File: src/rtl/core/spt_ram.sv
// ----------------------------------------------------------------------------
// spt_ram: generic single-write, single-read memory
// One write port and one read port, read data registered.
// ----------------------------------------------------------------------------
module spt_ram #(
  parameter int Width = 8,
  parameter int Depth = 16
) (
  input  logic                     clk_i,
  input  logic                     we_i,
  input  logic [$clog2(Depth)-1:0] waddr_i,
  input  logic [Width-1:0]         wdata_i,
  input  logic [$clog2(Depth)-1:0] raddr_i,
  output logic [Width-1:0]         rdata_o
);

  logic [Width-1:0] mem_q [Depth];

  always_ff @(posedge clk_i) begin
    if (we_i) begin
      mem_q[waddr_i] <= wdata_i;
    end
    rdata_o <= mem_q[raddr_i];
  end

endmodule

File: config.mk
export PLATFORM = sky130hd
export DESIGN_NAME = spt_ram
export DESIGN_NICKNAME = d
export VERILOG_FILES = /design/src/rtl/core/spt_ram.sv
export SDC_FILE = /design/constraint.sdc
export NUM_CORES = 1
export LEC_CHECK = 0
export BUFFER_PORTS_ARGS = -buffer_cell sky130_fd_sc_hd__clkbuf_2
export CAP_MARGIN = 20
export CORE_MARGIN = 2
export CORE_UTILIZATION = 45
export CTS_BUF_LIST = sky130_fd_sc_hd__clkbuf_16
export CTS_CLUSTER_SIZE = 10
export DETAILED_ROUTE_END_ITERATION = 7
export PLACE_DENSITY = 0.63
export SYNTH_ARGS = -nofsm -noshare
export SYNTH_HDL_FRONTEND = slang
export SYNTH_SLANG_ARGS = --single-unit
File: constraint.sdc
create_clock -name clk_i -period 2.7 [get_ports clk_i]
set_input_delay 0.54 -clock clk_i [delete_from_list [all_inputs] [get_ports clk_i]]
set_output_delay 0.54 -clock clk_i [all_outputs]
set_load 0.01 [all_outputs]
==> flow_summary.ini <==
[status]
status = completed

[clocking]
cts_tree = done
cts_sinks = 136
root_buffer = clkbuf_16
cts_buffers = 17
clock_path_buffers = 2
path_clk_slew_ns = 0.05
ctsResizeCount = 0
insertion_delay_ns = 0.41
post_cts_buffers = 0
htreeDepth = 4
cts_hold_buf = 0

[drt]
first_pass_iters = 4
vias = 2395
drt_iter0_drc = 168
viasPerCell = 5.46
wirelength_mm = 9.76
drtAntennaViolNets = 0
wire_per_inst_um = 22.2
drc = 0

[synth]
netlist_area_um2 = 5150
synth_area_per_cell_um2 = 22.5
syn_inst = 229
ys_ff_latch = 136
ys_seq_area_share_pct = 77.8
ys_types = 19
syn_nets = 247
yosysWarnings = 0

[global_route]
grt_first_pass_wirelength_mm = 14.8
antenna_found_initial = 0
first_global_vias = 2479
grt-ovfl-total = 0
grt_usage_pct = 17.2
grt_max_degree = 33

[timing]
post-route-min-period_ns = 1.61
skew_ns = 0.00659
maxSlewHeadroom_pct = 48.4
final.period_utilization_pct = 59.5
worst_slew_pin_slew_ns = 0.773
setup-violations-final = 0
fmax_ghz = 0.622
rsz0062_at_grt = false
setup_tns_ns = 0
slew_violations = 0
hold_violations = 0

[die]
io_pins = 26
die_area_um2 = 12300
fp.dieH_um = 111
start_util_pct = 45.7
core_area_um2 = 11300
fp-row-count = 39
die_x_um = 111

[power_and_ir_drop]
switchingPower_uw = 970
pwr-share-comb_pct = 4.4
switching_share_pct = 19.6
total_power_uw = 4960
power_frac_seq_pct = 47.9
internal_power_uw = 3990
power_leakage_uw = 0.00211
power_density_nw_per_um2 = 806
power.share.clock_pct = 47.6
irDropWorstVdd_uv = 396

[job]
drv_cap = 0

[layout]
areaGrowthSynthToFinish_pct = 19.5
fillers = 856
register_area_um2 = 4000
multi_input_comb_area_um2 = 1060
fin_nets = 301
final_util_pct = 54.6
final_common_cell = edfxtp_1
drive_gt1_share_pct = 31.1
layout_common_cells = edfxtp_1 (128), clkbuf_2 (25), mux4_2 (18), buf_4 (18), clkbuf_16 (17)
antenna_cells = 0

[critical_path]
crit_start = raddr_i[0]
cp_data_arrival_time_ns = 1.89
end_kind = flop
path_max_fanout = 32
regToRegStartpoint = mem_q[9][2]
worstSetupStartpointType = input port
reg2reg_setup_slack_ns = 1.32
critPathKind = in2reg
cp_data_required_time_ns = 2.98
worstSetupEndpoint = rdata_o[2]
reg2regPathDepth = 3
regToRegEndpoint = rdata_o[2]

[worst_hold_path]
hold_path_class = in2reg

[place]
io_buffers = 25
gp_congestion = 0.712
dp_hpwl_mm = 6.25
## final cells by class
class	count	share of cell area, %
sequential	136	65.1
multi-input combinational	83	17.2
clock buffer	17	6.92
timing repair buffer	45	4.88
clock inverter	15	2.99
tap	143	2.91
## synthesized netlist by cell type
| library cell | count | area, um^2 |
|---|---|---|
| clkdlybuf4s25_2 | 3 | 30.0 |
| mux4_2 | 18 | 405 |
| nand3b_1 | 2 | 15.0 |
| nand3_1 | 1 | 5.00 |
| mux4_1 | 14 | 368 |
| nand2b_1 | 2 | 12.5 |
| dfxtp_1 | 8 | 160 |
| buf_2 | 3 | 15.0 |
| and2b_1 | 1 | 7.51 |
| edfxtp_1 | 128 | 3840 |
| nand2_1 | 9 | 33.8 |
| buf_4 | 1 | 7.51 |
| buf_6 | 3 | 33.8 |
| nor2b_1 | 1 | 6.26 |
| or3b_2 | 1 | 8.76 |
| and2_1 | 1 | 6.26 |
| nor2_1 | 13 | 48.8 |
| nor3_1 | 4 | 20.0 |
| a22oi_1 | 16 | 120 |
## critical path, stage by stage
cell      delay, ns
clkbuf_2       0.10
buf_12         0.25
mux4_1         0.59
a22oi_1        0.31
nand2_1        0.08
## per-layer routing
layer	GRT usage (%)	part of all wire, %	up-vias
met5	0	0	-
met4	6.75	1.7	0
met3	4.81	4.0	13
met2	26.2	48	66
met1	23.8	46	1234
li1	-	-	1082
## flip-flops by register name (all words and copies together) (netlist names)
register,flops
mem_q,128
rdata_o,8
## cells by family (layout without fill, tap and decap cells)
group           count (synthesis)  after routing  synth area share [%]
mux                            32             32                  15.0
simple gates                   35             35                  3.18
compound gates                 16             16                  2.33
buf+inv                        10             77                  1.68
flops                         136            136                  77.8
## through the flow
stage / hold WS [ns] / worst slack (ns) / instance area (um^2) / instances
final: 0.557 / 1.09 / 6150 / 439
after floorplan: 0.629 / 0.667 / 5150 / 229
after global placement: 0.654 / 0.671 / 5540 / 407
after detailed placement: 0.663 / 0.678 / 5540 / 407
after CTS: 0.549 / 1.11 / 6150 / 439
after global routing: 0.579 / 1.01 / 6150 / 439
## power by group through the flow
stage / clock [uW] / combinational [uW] / sequential, uW
floorplan: 0 / 120 / 2420
global placement: 0 / 219 / 2420
detailed placement: 0 / 224 / 2420
CTS: 2390 / 224 / 2380
global route: 2490 / 240 / 2380
finish: 2360 / 220 / 2380
## worst min-delay path by stage
stage	start	to	slack [ns]	cells past startpoint
2_1_floorplan	mem_q[7][0]	rdata_o[0]	0.63	3
3_3_place_gp	mem_q[14][3]	rdata_o[3]	0.65	3
3_5_place_dp	mem_q[14][3]	rdata_o[3]	0.66	3
4_1_cts	wdata_i[7]	mem_q[7][7]	0.55	1
5_1_grt	wdata_i[1]	mem_q[4][1]	0.58	1
6_report	wdata_i[6]	mem_q[7][6]	0.56	1
Note: power is estimated with default switching activity, not from simulation.
